--- config.mk ---
export PLATFORM = sky130hd
export DESIGN_NAME = timed_level_sequencer_with_thermostat_unit
export DESIGN_NICKNAME = d
export VERILOG_FILES = /design/src/hdl/tlsth_pkg.sv /design/src/hdl/timed_level_sequencer_with_thermostat_unit.sv /design/src/hdl/tlsth_cfg.sv /design/src/hdl/tlsth_core.sv
export SDC_FILE = /design/constraint.sdc
export NUM_CORES = 1
export LEC_CHECK = 0
export BUFFER_PORTS_ARGS = -buffer_cell sky130_fd_sc_hd__buf_2
export CAP_MARGIN = 20
export CORE_ASPECT_RATIO = 1.2
export CORE_MARGIN = 3
export CORE_UTILIZATION = 65
export DETAILED_ROUTE_END_ITERATION = 6
export PLACE_DENSITY = 0.93
export SETUP_SLACK_MARGIN = 0.15
export SKIP_CTS_REPAIR_TIMING = 1
export SLEW_MARGIN = 20
export SYNTH_ARGS = -nofsm -noshare
export SYNTH_HDL_FRONTEND = slang
export SYNTH_HIERARCHICAL = 1
export SYNTH_SLANG_ARGS = --single-unit
--- constraint.sdc ---
create_clock -name aclk -period 17.6 [get_ports aclk]
set_clock_uncertainty 0.15 [all_clocks]
set_input_delay 3.52 -clock aclk [delete_from_list [all_inputs] [get_ports aclk]]
set_output_delay 3.52 -clock aclk [all_outputs]
set_load 0.05 [all_outputs]
--- src/hdl/tlsth_pkg.sv ---
`default_nettype none

package tlsth_pkg;

    localparam int TEMP_W   = 12;
    localparam int HUM_W    = 10;
    localparam int TIME_W   = 32;
    localparam int CMD_W    = 8;
    localparam int DRIVE_W  = 8;
    localparam int CAUSE_W  = 3;
    localparam int FUNC_W   = 2;
    localparam int LEVEL_W  = 2;
    localparam int CFG_IDX_W  = 3;
    localparam int CFG_DATA_W = 32;
    localparam int IN_DATA_W  = 64;
    localparam int OUT_DATA_W = 48;

    typedef enum logic [FUNC_W-1:0] {
        FUNC_SAMPLE = 2'd0,
        FUNC_CMD    = 2'd1,
        FUNC_LINK   = 2'd2,
        FUNC_NONE   = 2'd3
    } func_t;

    typedef enum logic [CAUSE_W-1:0] {
        CAUSE_NONE     = 3'd0,
        CAUSE_SWITCH   = 3'd1,
        CAUSE_REMOTE   = 3'd2,
        CAUSE_OVERTEMP = 3'd3,
        CAUSE_OVERHUM  = 3'd4,
        CAUSE_FINISHED = 3'd5
    } cause_t;

    typedef enum logic [CFG_IDX_W-1:0] {
        REG_TEMP_LIMIT = 3'd0,
        REG_HUM_LIMIT  = 3'd1,
        REG_L1_DUR     = 3'd2,
        REG_L2_DUR     = 3'd3,
        REG_L3_DUR     = 3'd4,
        REG_L1_TARGET  = 3'd5,
        REG_L2_TARGET  = 3'd6,
        REG_L3_TARGET  = 3'd7
    } cfg_idx_t;

    localparam logic [CMD_W-1:0] CMD_ON  = 8'h4F;  // 'O'
    localparam logic [CMD_W-1:0] CMD_OFF = 8'h46;  // 'F'
    localparam logic [CMD_W-1:0] CMD_L1  = 8'h31;  // '1'
    localparam logic [CMD_W-1:0] CMD_L2  = 8'h32;  // '2'
    localparam logic [CMD_W-1:0] CMD_L3  = 8'h33;  // '3'

    localparam logic [LEVEL_W-1:0] LEVEL_1 = 2'd1;
    localparam logic [LEVEL_W-1:0] LEVEL_2 = 2'd2;
    localparam logic [LEVEL_W-1:0] LEVEL_3 = 2'd3;

    localparam logic [DRIVE_W-1:0] DRIVE_L1 = 8'd127;
    localparam logic [DRIVE_W-1:0] DRIVE_L2 = 8'd191;
    localparam logic [DRIVE_W-1:0] DRIVE_L3 = 8'd255;

    localparam logic signed [TEMP_W-1:0] TEMP_LIMIT_RST = 12'sd420;
    localparam logic [HUM_W-1:0]         HUM_LIMIT_RST  = 10'd750;
    localparam logic [TIME_W-1:0]        L1_DUR_RST     = 32'd660000;
    localparam logic [TIME_W-1:0]        L2_DUR_RST     = 32'd660000;
    localparam logic [TIME_W-1:0]        L3_DUR_RST     = 32'd480000;
    localparam logic signed [TEMP_W-1:0] L1_TARGET_RST  = 12'sd340;
    localparam logic signed [TEMP_W-1:0] L2_TARGET_RST  = 12'sd360;
    localparam logic signed [TEMP_W-1:0] L3_TARGET_RST  = 12'sd380;

    typedef struct packed {
        logic signed [TEMP_W-1:0] temp_limit;
        logic [HUM_W-1:0]         humidity_limit;
        logic [TIME_W-1:0]        l1_duration;
        logic [TIME_W-1:0]        l2_duration;
        logic [TIME_W-1:0]        l3_duration;
        logic signed [TEMP_W-1:0] l1_target;
        logic signed [TEMP_W-1:0] l2_target;
        logic signed [TEMP_W-1:0] l3_target;
    } cfg_t;

    typedef struct packed {
        func_t                    func;
        logic [TIME_W-1:0]        now_ms;
        logic                     switch_closed;
        logic signed [TEMP_W-1:0] temperature;
        logic [HUM_W-1:0]         humidity;
        logic [CMD_W-1:0]         cmd_byte;
        logic                     link_up;
    } item_t;

    typedef struct packed {
        logic                active;
        logic [LEVEL_W-1:0]  level;
        logic [DRIVE_W-1:0]  motor_drive;
        logic                heater_on;
        cause_t              shutdown_cause;
        logic                remote_mode;
        logic [TIME_W-1:0]   remaining_ms;
    } result_t;

    // Level zero never occurs, but it falls into the level three slot.
    function automatic logic [DRIVE_W-1:0] drive_for(input logic [LEVEL_W-1:0] lvl);
        logic [DRIVE_W-1:0] d;
        d = (lvl == LEVEL_1) ? DRIVE_L1 : (lvl == LEVEL_2) ? DRIVE_L2 : DRIVE_L3;
        return d;
    endfunction

endpackage

`default_nettype wire

--- src/hdl/timed_level_sequencer_with_thermostat_unit.sv ---
// Channel  Direction  Handshake          Payload
// s_       in         s_tvalid/s_tready  s_tdata (sample, command, link), s_tuser (func)
// m_       out        m_tvalid/m_tready  m_tdata (one result per request)
// cfg_     in         cfg_valid/cfg_ready cfg_index, cfg_data
//
// A request is registered on acceptance and its result is captured in the output
// register when the input stage advances, so one request is taken every cycle
// while m_tready does not stall the output. The state update and the elapsed-time
// subtract and compare sit between the input register and the output register.
// Reset is synchronous on aresetn low; it clears both stages and the state.
// A stall on m_tready holds the result; the input stage fills, then s_tready drops.
`default_nettype none

module timed_level_sequencer_with_thermostat_unit
    import tlsth_pkg::*;
(
    input  wire logic                  aclk,
    input  wire logic                  aresetn,

    input  wire logic                  s_tvalid,
    output logic                       s_tready,
    // [31:0] now_ms, [32] switch_closed, [44:33] temperature, [54:45] humidity,
    // [62:55] cmd_byte, [63] link_up
    input  wire logic [IN_DATA_W-1:0]  s_tdata,
    // [1:0] func
    input  wire logic [FUNC_W-1:0]     s_tuser,

    output logic                       m_tvalid,
    input  wire logic                  m_tready,
    // [0] active, [2:1] level, [10:3] motor_drive, [11] heater_on,
    // [14:12] shutdown_cause, [15] remote_mode, [47:16] remaining_ms
    output logic [OUT_DATA_W-1:0]      m_tdata,

    input  wire logic                  cfg_valid,
    output logic                       cfg_ready,
    input  wire logic [CFG_IDX_W-1:0]  cfg_index,
    input  wire logic [CFG_DATA_W-1:0] cfg_data
);

    cfg_t    cfg;
    item_t   item_reg;
    logic    in_valid_reg;
    logic    out_valid_reg;
    result_t out_reg;
    result_t result;
    logic    advance;
    logic    s_accept;

    assign cfg_ready = 1'b1;

    tlsth_cfg u_cfg (
        .aclk     (aclk),
        .aresetn  (aresetn),
        .wr_en    (cfg_valid),
        .wr_index (cfg_index),
        .wr_data  (cfg_data),
        .cfg      (cfg)
    );

    assign advance  = in_valid_reg && (!out_valid_reg || m_tready);
    assign s_tready = !in_valid_reg || advance;
    assign s_accept = s_tvalid && s_tready;

    always_ff @(posedge aclk) begin
        if (!aresetn) begin
            in_valid_reg <= 1'b0;
        end else if (s_tready) begin
            in_valid_reg <= s_tvalid;
        end
    end

    always_ff @(posedge aclk) begin
        if (s_accept) begin
            item_reg.func          <= func_t'(s_tuser);
            item_reg.now_ms        <= s_tdata[31:0];
            item_reg.switch_closed <= s_tdata[32];
            item_reg.temperature   <= s_tdata[44:33];
            item_reg.humidity      <= s_tdata[54:45];
            item_reg.cmd_byte      <= s_tdata[62:55];
            item_reg.link_up       <= s_tdata[63];
        end
    end

    tlsth_core u_core (
        .aclk    (aclk),
        .aresetn (aresetn),
        .step    (advance),
        .item    (item_reg),
        .cfg     (cfg),
        .result  (result)
    );

    always_ff @(posedge aclk) begin
        if (!aresetn) begin
            out_valid_reg <= 1'b0;
        end else if (!out_valid_reg || m_tready) begin
            out_valid_reg <= in_valid_reg;
        end
    end

    always_ff @(posedge aclk) begin
        if (advance) begin
            out_reg <= result;
        end
    end

    assign m_tvalid = out_valid_reg;
    assign m_tdata  = {out_reg.remaining_ms, out_reg.remote_mode, out_reg.shutdown_cause,
                       out_reg.heater_on, out_reg.motor_drive, out_reg.level,
                       out_reg.active};

endmodule

`default_nettype wire

--- src/hdl/tlsth_cfg.sv ---
`default_nettype none

module tlsth_cfg
    import tlsth_pkg::*;
(
    input  wire logic                  aclk,
    input  wire logic                  aresetn,
    input  wire logic                  wr_en,
    input  wire logic [CFG_IDX_W-1:0]  wr_index,
    input  wire logic [CFG_DATA_W-1:0] wr_data,
    output cfg_t                       cfg
);

    cfg_t cfg_reg;
    cfg_t cfg_next;

    always_comb begin
        cfg_next = cfg_reg;
        if (wr_en) begin
            unique case (cfg_idx_t'(wr_index))
                REG_TEMP_LIMIT: cfg_next.temp_limit     = wr_data[TEMP_W-1:0];
                REG_HUM_LIMIT:  cfg_next.humidity_limit = wr_data[HUM_W-1:0];
                REG_L1_DUR:     cfg_next.l1_duration    = wr_data[TIME_W-1:0];
                REG_L2_DUR:     cfg_next.l2_duration    = wr_data[TIME_W-1:0];
                REG_L3_DUR:     cfg_next.l3_duration    = wr_data[TIME_W-1:0];
                REG_L1_TARGET:  cfg_next.l1_target      = wr_data[TEMP_W-1:0];
                REG_L2_TARGET:  cfg_next.l2_target      = wr_data[TEMP_W-1:0];
                REG_L3_TARGET:  cfg_next.l3_target      = wr_data[TEMP_W-1:0];
                default:        cfg_next = cfg_reg;
            endcase
        end
    end

    always_ff @(posedge aclk) begin
        if (!aresetn) begin
            cfg_reg.temp_limit     <= TEMP_LIMIT_RST;
            cfg_reg.humidity_limit <= HUM_LIMIT_RST;
            cfg_reg.l1_duration    <= L1_DUR_RST;
            cfg_reg.l2_duration    <= L2_DUR_RST;
            cfg_reg.l3_duration    <= L3_DUR_RST;
            cfg_reg.l1_target      <= L1_TARGET_RST;
            cfg_reg.l2_target      <= L2_TARGET_RST;
            cfg_reg.l3_target      <= L3_TARGET_RST;
        end else begin
            cfg_reg <= cfg_next;
        end
    end

    assign cfg = cfg_reg;

endmodule

`default_nettype wire

--- src/hdl/tlsth_core.sv ---
`default_nettype none

module tlsth_core
    import tlsth_pkg::*;
(
    input  wire logic    aclk,
    input  wire logic    aresetn,
    input  wire logic    step,
    input  wire item_t   item,
    input  wire cfg_t    cfg,
    output result_t      result
);

    logic               active_reg,  active_next;
    logic [LEVEL_W-1:0] level_reg,   level_next;
    logic [TIME_W-1:0]  start_reg,   start_next;
    logic               remote_reg,  remote_next;
    logic [DRIVE_W-1:0] drive_reg,   drive_next;
    logic               heater_reg,  heater_next;

    logic [TIME_W-1:0]  elapsed_old;
    logic [TIME_W-1:0]  elapsed;
    logic [TIME_W-1:0]  dur_cur;
    logic [TIME_W-1:0]  dur_fin;
    logic signed [TEMP_W-1:0] target;
    logic               restarted;
    logic               ended;
    cause_t             cause;

    // Time since the stored level start; where this very item sets the level, zero is used instead.
    assign elapsed_old = item.now_ms - start_reg;

    always_comb begin
        active_next = active_reg;
        level_next  = level_reg;
        start_next  = start_reg;
        remote_next = remote_reg;
        drive_next  = drive_reg;
        heater_next = heater_reg;
        restarted   = 1'b0;
        ended       = 1'b0;
        cause       = CAUSE_NONE;
        elapsed     = '0;
        dur_cur     = '0;
        target      = '0;

        case (item.func)
            FUNC_LINK: begin
                remote_next = item.link_up;
            end
            FUNC_CMD: begin
                case (item.cmd_byte)
                    CMD_ON: begin
                        if (!active_reg) begin
                            active_next = 1'b1;
                            level_next  = LEVEL_1;
                            restarted   = 1'b1;
                        end
                    end
                    CMD_OFF: begin
                        if (active_reg) begin
                            active_next = 1'b0;
                            heater_next = 1'b0;
                            cause       = CAUSE_REMOTE;
                        end
                    end
                    CMD_L1: begin
                        level_next = LEVEL_1;
                        restarted  = 1'b1;
                    end
                    CMD_L2: begin
                        level_next = LEVEL_2;
                        restarted  = 1'b1;
                    end
                    CMD_L3: begin
                        level_next = LEVEL_3;
                        restarted  = 1'b1;
                    end
                    default: ;
                endcase
            end
            FUNC_SAMPLE: begin
                if (!remote_reg) begin
                    if (item.switch_closed) begin
                        if (!active_reg) begin
                            active_next = 1'b1;
                            level_next  = LEVEL_1;
                            restarted   = 1'b1;
                        end
                    end else if (active_reg) begin
                        active_next = 1'b0;
                        heater_next = 1'b0;
                        cause       = CAUSE_SWITCH;
                    end
                end
                if (active_next) begin
                    elapsed = restarted ? '0 : elapsed_old;
                    if ($signed(item.temperature) > $signed(cfg.temp_limit)) begin
                        active_next = 1'b0;
                        heater_next = 1'b0;
                        cause       = CAUSE_OVERTEMP;
                        ended       = 1'b1;
                    end else if (item.humidity > cfg.humidity_limit) begin
                        active_next = 1'b0;
                        heater_next = 1'b0;
                        cause       = CAUSE_OVERHUM;
                        ended       = 1'b1;
                    end else if (!remote_reg) begin
                        dur_cur = (level_next == LEVEL_1) ? cfg.l1_duration :
                                  (level_next == LEVEL_2) ? cfg.l2_duration :
                                  cfg.l3_duration;
                        if (level_next != '0 && elapsed >= dur_cur) begin
                            if (level_next == LEVEL_1) begin
                                level_next = LEVEL_2;
                                restarted  = 1'b1;
                            end else if (level_next == LEVEL_2) begin
                                level_next = LEVEL_3;
                                restarted  = 1'b1;
                            end else begin
                                active_next = 1'b0;
                                heater_next = 1'b0;
                                cause       = CAUSE_FINISHED;
                                ended       = 1'b1;
                            end
                        end
                    end
                    if (!ended) begin
                        target = (level_next == LEVEL_1) ? cfg.l1_target :
                                 (level_next == LEVEL_2) ? cfg.l2_target :
                                 cfg.l3_target;
                        heater_next = $signed(item.temperature) < $signed(target);
                    end
                end
            end
            default: ;
        endcase

        if (restarted) begin
            start_next = item.now_ms;
            drive_next = drive_for(level_next);
        end
    end

    // Remaining time uses the state after this item.
    assign dur_fin = (level_next == LEVEL_1) ? cfg.l1_duration :
                     (level_next == LEVEL_2) ? cfg.l2_duration : cfg.l3_duration;

    always_comb begin
        logic [TIME_W-1:0] el_fin;
        el_fin = restarted ? '0 : elapsed_old;
        result.active         = active_next;
        result.level          = level_next;
        result.motor_drive    = active_next ? drive_next : '0;
        result.heater_on      = heater_next;
        result.shutdown_cause = cause;
        result.remote_mode    = remote_next;
        if (active_next && !remote_next && el_fin < dur_fin) begin
            result.remaining_ms = dur_fin - el_fin;
        end else begin
            result.remaining_ms = '0;
        end
    end

    always_ff @(posedge aclk) begin
        if (!aresetn) begin
            active_reg <= 1'b0;
            level_reg  <= LEVEL_1;
            start_reg  <= '0;
            remote_reg <= 1'b0;
            drive_reg  <= '0;
            heater_reg <= 1'b0;
        end else if (step) begin
            active_reg <= active_next;
            level_reg  <= level_next;
            start_reg  <= start_next;
            remote_reg <= remote_next;
            drive_reg  <= drive_next;
            heater_reg <= heater_next;
        end
    end

endmodule

`default_nettype wire

==> results.toml, run 1 <==
[run_status]
status = "finished, final reports clean"

[worst_setup_path]
required_ps = 17840
crit_path_top_delay_cell = "xnor2_4"
setup.worst_path.start_class = "flop"
crit_arrival_ps = 10660
worstPathMaxFanout = 38
crit_top_cell = "ha_1"
end_kind = "flop"
worst_path_largest_cell_delay_ps = 850
crit_type = "reg2reg"

[routing]
dr_total_vias = 14800
route.detailed.drc = 0
routed_wl_microns = 47400
ant_nets = 0
routedWlPerCell_microns = 20.1
via_per_inst = 6.26
drt_pass1_iterations = 6
drt_first_iter_violations = 1250

[floorplan]
die-width_microns = 158
rows = 66
die_area_sq_um = 29900
io_pins = 157
start_util = 0.665
fp.coreArea_sq_um = 27300
die_h_microns = 189

[pwr]
pwr-share-clk = 0.345
p_seq_frac = 0.396
p_switching_uw = 632
swShare = 0.313
pwr-share-comb = 0.259
vdd.ir_drop.worst_mv = 0.0916
powerDensity_nw_per_um2 = 100
internal_power_mw = 1.39
power_leakage_nw = 8.58

[yosys]
yosysTopAreaCell = "dfxtp_1"
syn_area_per_cell_sq_um = 9.60
synth_top_area_frac = 0.222
synth_simple_gate_area_frac = 0.169
synth_compound_area_frac = 0.127
synthTopCellsByCount = "mux2i_1 (231), nand2_1 (221), dfxtp_1 (201)"
synth_nets = 2126
synth_most_common_cell = "mux2i_1"
synth-adder-area-share = 0.0927
ys_types = 85
synth_area_leaders = "dfxtp_1 (22%), edfxtp_1 (19%), mux2i_1 (13%)"
async_flop_share = 0
yosysSeqAreaShare = 0.411
syn_inst = 1887
yosysWarningCount = 6
synth_xor_xnor_area_share = 0.0262
ys_ff_latch = 315
syn_area_sq_um = 18100
muxShareOfSynthArea = 0.128
synth_top_family_by_area = "simple AND/OR/NAND/NOR gates"
synth_edf_count = 114
synth-main-ff-cell = "dfxtp_1"

[sta]
period_share = 0.592
rsz0062_at_grt = "no"
hold_viol_final = 0
fin_tns_setup_ps = 0
clock.fmax_mhz = 96.0
maxSlewViolCount = 0
finalSetupViolations = 0
period_minus_slack_ps = 10420
max-slew-margin-rel = 0.264
fin_ws_ps = 7180
tightest_slew_ps = 1100

[global_routing]
grt_pass1_vias = 14900
antenna_found_initial = 0
grt_pass1_wl_microns = 74400
grt_max_degree = 75
grt.total_usage = 0.306
grt-ovfl-total = 0

[place]
io_buffer_count = 155
place_inst = 2299
place_ws_ps = 7560
place_hpwl_microns = 33600
gp_congestion = 0.903

[layout]
layout.cells.non_filler = 2358
fin_nets = 2232
syn_to_final_growth_pct = 11.2
insertedDiodeCount = 0
largest_register_ff_count = 154
nFillCells = 1897
drive_gt1_frac = 0.136

[job]
drv_cap = 0

[clock_network]
ctsRootBufferMaster = "clkbuf_16"
clock-sinks = 315
cts_tree = "done"
clockBufferDepth = 3
clk_latency_ps = 570
clkSlewWorstSetupHoldPaths_ps = 70
htree_levels = 1
cts_buffers = 31

[min_path]
hold_class = "reg2reg"
==> cells by family (layout without fill, tap and decap cells) <==
kind of cell | after synthesis | after routing
compound gates | 329 | 329
buf+inv | 190 | 321
flops | 315 | 315
xor+xnor | 52 | 52
other cells | 1 | 1
mux | 231 | 231
fa+ha+maj | 133 | 133
simple gates | 636 | 636
==> per-layer routing <==
layer,vias up,wire (microns),part of all wire,track usage
met5,-,0,0,0
met4,0,1970,0.041,0.121
met3,145,3110,0.066,0.0341
met2,693,23400,0.49,0.537
met1,7006,18900,0.40,0.383
li1,6919,-,-,-
==> stage by stage <==
step / utilization / cell area (sq um) / total power [mW] / hold slack, ps
floorplan: - / 18100 / 1.19 / 282
global placement: 0.698 / 19000 / 1.31 / 293
finish: 0.739 / 20100 / 2.02 / 314
detailed placement: 0.698 / 19000 / 1.32 / 297
CTS: 0.738 / 20100 / 2.02 / 316
global route: 0.739 / 20100 / 2.10 / 342
==> power groups by stage <==
stage                     clock [mW]  sequential (mW)  combinational [mW]
after CTS                      0.705            0.799               0.512
after detailed placement           0            0.815               0.506
after floorplan                    0            0.834               0.358
after global routing           0.736            0.802               0.566
after global placement             0            0.814               0.501
final                          0.697            0.799               0.524
==> cells in the final DEF, fill, tap and decap left out, types with 28 or more instances in the layout <==
| master | n |
|---|---|
| xnor2_1 | 33 |
| o21ai_0 | 53 |
| nor2_1 | 164 |
| buf_2 | 154 |
| ha_1 | 129 |
| nor2b_1 | 86 |
| a21oi_1 | 102 |
| edfxtp_1 | 114 |
| nand2_1 | 221 |
| or3_1 | 36 |
| clkbuf_16 | 35 |
| dfxtp_1 | 201 |
| inv_1 | 88 |
| mux2i_1 | 231 |
| o221a_1 | 28 |
==> worst paths after layout <==
kind                                   start                    endpoint  slack [ps]  cells after the start
setup / recovery      item_reg[32]$_DFFE_PP_       m_tdata[19]$_DFFE_PP_        7180                     34
hold / removal    u_cfg/cfg[34]$_SDFFE_PN0P_  u_cfg/cfg[34]$_SDFFE_PN0P_         310                      2
setup reg to reg      item_reg[32]$_DFFE_PP_       m_tdata[19]$_DFFE_PP_        7180                     34
hold reg to reg   u_cfg/cfg[34]$_SDFFE_PN0P_  u_cfg/cfg[34]$_SDFFE_PN0P_         310                      2
==> cell type report <==
cell class | instances | area [sq um] | area share
Multi-Input combinational cell | 1382 | 9890 | 0.491
Sequential cell | 315 | 7450 | 0.370
Clock buffer | 42 | 942 | 0.0468
Timing Repair Buffer | 174 | 941 | 0.0467
Tap cell | 340 | 425 | 0.0211
Inverter | 89 | 334 | 0.0166
Clock inverter | 16 | 151 | 0.00752
==> critical path, delay by kind of cell (launching register included) <==
family | cells | cell delay, ps
compound gates | 15 | 4150
xor+xnor | 2 | 1070
fa+ha+maj | 5 | 1580
buf+inv | 3 | 390
flops | 1 | 380
simple gates | 9 | 2470
Note: power is estimated with default switching activity, not from simulation.
==> run 2: changes to the inputs <==
- CORE_UTILIZATION: 65 -> 55
- PLACE_DENSITY: 0.93 -> 0.84
- clock period: 17.6 -> 8.6 ns (I/O delays scaled with it)
==> results.toml, run 2 (synthesized netlist as in run 1, its figures left out) <==
[run_status]
status = "finished, final reports clean"

[min_path]
hold_class = "reg2reg"

[routing]
route.detailed.drc = 0
routed_wl_microns = 47700
dr_total_vias = 14700
via_per_inst = 5.88
ant_nets = 0
drt_pass1_iterations = 7
drt_first_iter_violations = 1250
routedWlPerCell_microns = 19.1

[sta]
finalSetupViolations = 0
max-slew-margin-rel = 0.334
maxSlewViolCount = 0
rsz0062_at_grt = "no"
tightest_slew_ps = 994
period_share = 0.952
period_minus_slack_ps = 8180
hold_viol_final = 0
fin_hold_ws_ps = 312
clock.fmax_mhz = 122

[layout]
syn_to_final_growth_pct = 16.6
final_common_cell = "mux2i_1"
insertedDiodeCount = 0
nFillCells = 2453
fin_util = 0.653
fin_nets = 2309
drive_gt1_frac = 0.178
largest_register_ff_count = 154
layout.cells.non_filler = 2502
final_cell_mix = "mux2i_1 (231), nand2_1 (220), dfxtp_1 (201), nor2_1 (164), buf_2 (155)"

[floorplan]
io_pins = 157
die-width_microns = 172
die_h_microns = 205
fp.coreArea_sq_um = 32300
die_area_sq_um = 35200
start_util = 0.560
rows = 72

[pwr]
powerDensity_nw_per_um2 = 208
vdd.ir_drop.worst_mv = 0.163
power_leakage_nw = 9.05

[worst_setup_path]
critPathTopFamily = "compound AO/OA/AOI/OAI gates"
setup.worst_path.start_class = "flop"
crit_path_top_delay_cell = "or4_4"
worstPathMaxFanout = 10
crit_arrival_ps = 8310
end_kind = "flop"
worst_path_largest_cell_delay_ps = 550
crit_type = "reg2reg"
required_ps = 8730
crit_top_cell = "buf_4"
path_buf_inv = 7

[place]
place_inst = 2428
io_buffer_count = 155
place_hpwl_microns = 34400
gp_congestion = 0.980

[global_routing]
antenna_found_initial = 0
grt_pass1_vias = 14200
grt_max_degree = 98
grt_pass1_wl_microns = 73800
grt.total_usage = 0.262
grt-ovfl-total = 0

[clock_network]
htree_levels = 2
ctsRootBufferMaster = "clkbuf_16"
clock-sinks = 315
clockBufferDepth = 3
cts_tree = "done"
cts_buffers = 34
clkSlewWorstSetupHoldPaths_ps = 60
clk_latency_ps = 530

[job]
drv_cap = 0
## run 2: where the power goes
| group | total, mW | internal [mW] | leakage (nW) | switching (mW) |
|---|---|---|---|---|
| Clock | 1.55 | 0.937 | 0.583 | 0.610 |
| Combinational | 1.21 | 0.516 | 5.76 | 0.694 |
| Sequential | 1.64 | 1.60 | 2.71 | 0.0331 |
| Total | 4.39 | 3.06 | 9.05 | 1.34 |
## run 2: area by class of cell
class | count | area, sq um | area share
multi-input combinational | 1384 | 10100 | 0.477
tap | 407 | 509 | 0.0241
clock inverter | 17 | 226 | 0.0107
clock buffer | 44 | 950 | 0.0450
inverter | 89 | 334 | 0.0158
timing repair buffer | 246 | 1570 | 0.0743
sequential | 315 | 7450 | 0.353
## run 2: worst register-to-register path, delay by kind of cell (launching register included)
family | cells | cell delay (ps)
AOI/OAI and AO/OA | 17 | 3680
adders and majority gates | 4 | 1110
xor gates and xnor gates | 2 | 390
DFF | 1 | 380
and+or+nand+nor | 7 | 1280
buffers and inverters | 7 | 920
## run 2: per-layer routing
metal	wire, microns	global-route usage
met5	0	0
met4	1920	0.100
met3	2380	0.0301
met2	23100	0.445
met1	20300	0.341
## run 2: path summary, 6_finish.rpt
path	startpoint	endpoint	slack, ps	cells after the start
setup / recovery	item_reg[32]$_DFFE_PP_	m_tdata[39]$_DFFE_PP_	420	37
hold / removal	u_cfg/cfg[31]$_SDFFE_PN0P_	u_cfg/cfg[31]$_SDFFE_PN0P_	310	2
setup reg to reg	item_reg[32]$_DFFE_PP_	m_tdata[39]$_DFFE_PP_	420	37
hold reg to reg	u_cfg/cfg[31]$_SDFFE_PN0P_	u_cfg/cfg[31]$_SDFFE_PN0P_	310	2
## run 2: through the flow
step | setup TNS (ps) | total power, mW | cell area (sq um) | worst slack (ps)
4_1_cts | -187 | 4.34 | 20800 | -79.8
2_1_floorplan | 0 | 2.44 | 18100 | 532
3_3_place_gp | 0 | 2.78 | 19600 | 203
6_report | 0 | 4.39 | 21100 | 416
5_1_grt | 0 | 4.58 | 21100 | 107
3_5_place_dp | -25.7 | 2.79 | 19600 | -16.7
==> run 3: changes to the inputs <==
- CORE_UTILIZATION: 55 -> 56
- CTS_BUF_LIST: default -> sky130_fd_sc_hd__clkbuf_4
- PLACE_DENSITY: 0.84 -> 0.86
==> results.toml, run 3 (synthesized netlist as in run 1, its figures left out) <==
[clock_network]
clk_latency_ps = 760
clkSlewWorstSetupHoldPaths_ps = 70
clock-sinks = 315
cts_tree = "done"
htree_levels = 3
ctsRootBufferMaster = "clkbuf_4"
cts_buffers = 82
clockBufferDepth = 3

[place]
io_buffer_count = 155
place_ws_ps = 29.4
place_hpwl_microns = 34600
placedInstanceArea_sq_um = 19600
gp_congestion = 0.960

[min_path]
min_to = "u_cfg/cfg[148]$_SDFFE_PN0P_"
hp-start = "u_cfg/cfg[148]$_SDFFE_PN0P_"
whs_path_depth = 2
hold_class = "reg2reg"

[layout]
final_common_cell = "mux2i_1"
syn_to_final_growth_pct = 16.0
final_cell_mix = "mux2i_1 (231), nand2_1 (221), dfxtp_1 (201), nor2_1 (164), buf_2 (154)"
nFillCells = 2431
fin_util = 0.664
largest_register_ff_count = 154
design_area_sq_um = 21000
drive_gt1_frac = 0.210
fin_nets = 2350

[worst_setup_path]
crit_arrival_ps = 8470
worstPathMaxFanout = 32
r2r_setup_slack_ps = 530
reg2reg_depth = 37
crit_type = "reg2reg"
crit_top_cell = "buf_4"
required_ps = 8990
reg2reg_to = "m_tdata[23]$_DFFE_PP_"
worst_path_largest_cell_delay_ps = 480
end_kind = "flop"
setup.worst_path.start_class = "flop"
crit_path_top_delay_cell = "or4_4"
rr_startpoint = "item_reg[32]$_DFFE_PP_"

[run_status]
status = "finished, final reports clean"

[floorplan]
rows = 71
fp.coreArea_sq_um = 31600
die-width_microns = 170
start_util = 0.573
die_h_microns = 203
io_pins = 157
die_area_sq_um = 34500

[routing]
drt_pass1_iterations = 6
via_per_inst = 5.79
ant_nets = 0
dr_total_vias = 15000
route.detailed.drc = 0
routedWlPerCell_microns = 18.3
drt_first_iter_violations = 1111
routed_wl_microns = 47400

[global_routing]
grt_max_degree = 77
globalRouteMet1Util = 0.331
grt_pass1_wl_microns = 74200
grtUsageMet2 = 0.448
grt_use_met3 = 0.0475
top_usage_layer = "met2"
grt-ovfl-total = 0
grt.total_usage = 0.264
grt_pass1_vias = 14900
antenna_found_initial = 2

[sta]
finalSetupViolations = 0
fin_hold_ws_ps = 309
clock.fmax_mhz = 124
tightest_slew_ps = 1050
period_minus_slack_ps = 8070
rsz0062_at_grt = "no"
maxSlewViolCount = 0
fin_ws_ps = 526
hold_viol_final = 0
period_share = 0.939
max-slew-margin-rel = 0.294
fin_tns_setup_ps = 0

[job]
drv_cap = 0

[pwr]
vdd.ir_drop.worst_mv = 0.134
powerDensity_nw_per_um2 = 200
power_leakage_nw = 9.10
run 3: cell types whose count changed in the layout (fill, tap and decap cells not counted), sizes merged:
cell / before / now
clkinv: 7 / 16
buf: 245 / 241
xnor2: 35 / 34
clkinvlp: 0 / 3
nand2: 223 / 222
inv: 94 / 89
clkbuf: 45 / 133
bufinv: 5 / 1
diode: 0 / 2
run 3: power breakdown:
| part | leakage, nW | switching, mW | total [mW] | internal, mW |
|---|---|---|---|---|
| clock | 0.669 | 0.632 | 1.37 | 0.733 |
| sequential | 2.71 | 0.0333 | 1.64 | 1.60 |
| combinational | 5.72 | 0.686 | 1.20 | 0.513 |
| total | 9.10 | 1.35 | 4.20 | 2.85 |
run 3: routing by layer:
metal  routed length (microns)  vias to the layer above
met2                     23000                      549
met4                      1640                        0
met5                         0                        -
met3                      2720                      102
li1                          -                     7221
met1                     20000                     7090
run 3: worst max path at each step:
stage	start	to	slack, ps	depth (start not counted)
2_1_floorplan	item_reg[32]$_DFFE_PP_	m_tdata[45]$_DFFE_PP_	530	34
3_3_place_gp	item_reg[32]$_DFFE_PP_	m_tdata[45]$_DFFE_PP_	230	32
3_5_place_dp	item_reg[32]$_DFFE_PP_	m_tdata[45]$_DFFE_PP_	30	32
4_1_cts	item_reg[32]$_DFFE_PP_	m_tdata[45]$_DFFE_PP_	-40	32
5_1_grt	item_reg[32]$_DFFE_PP_	m_tdata[39]$_DFFE_PP_	120	36
6_report	item_reg[32]$_DFFE_PP_	m_tdata[23]$_DFFE_PP_	530	37
run 3: cell type report:
| type | instances | area (sq um) | area share |
|---|---|---|---|
| Clock inverter | 20 | 124 | 0.00589 |
| Multi-Input combinational cell | 1382 | 10100 | 0.481 |
| Sequential cell | 315 | 7450 | 0.354 |
| Tap cell | 401 | 502 | 0.0239 |
| Antenna cell | 2 | 5.00 | 0.000238 |
| Inverter | 89 | 334 | 0.0159 |
| Clock buffer | 133 | 998 | 0.0475 |
| Timing Repair Buffer | 241 | 1500 | 0.0716 |
run 3: critical path: cells and delay by family, from the launching register on:
| family | cells | cell delay [ps] |
|---|---|---|
| fa+ha+maj | 4 | 1170 |
| buf+inv | 8 | 1170 |
| simple gates | 8 | 1420 |
| flops | 1 | 380 |
| xor+xnor | 2 | 320 |
| compound gates | 15 | 3280 |
run 3: per-stage QoR:
stage / power (mW) / cells
global route: 4.43 / 2583
CTS: 4.17 / 2574
floorplan: 2.44 / 1887
finish: 4.20 / 2583
detailed placement: 2.79 / 2421
global placement: 2.77 / 2421
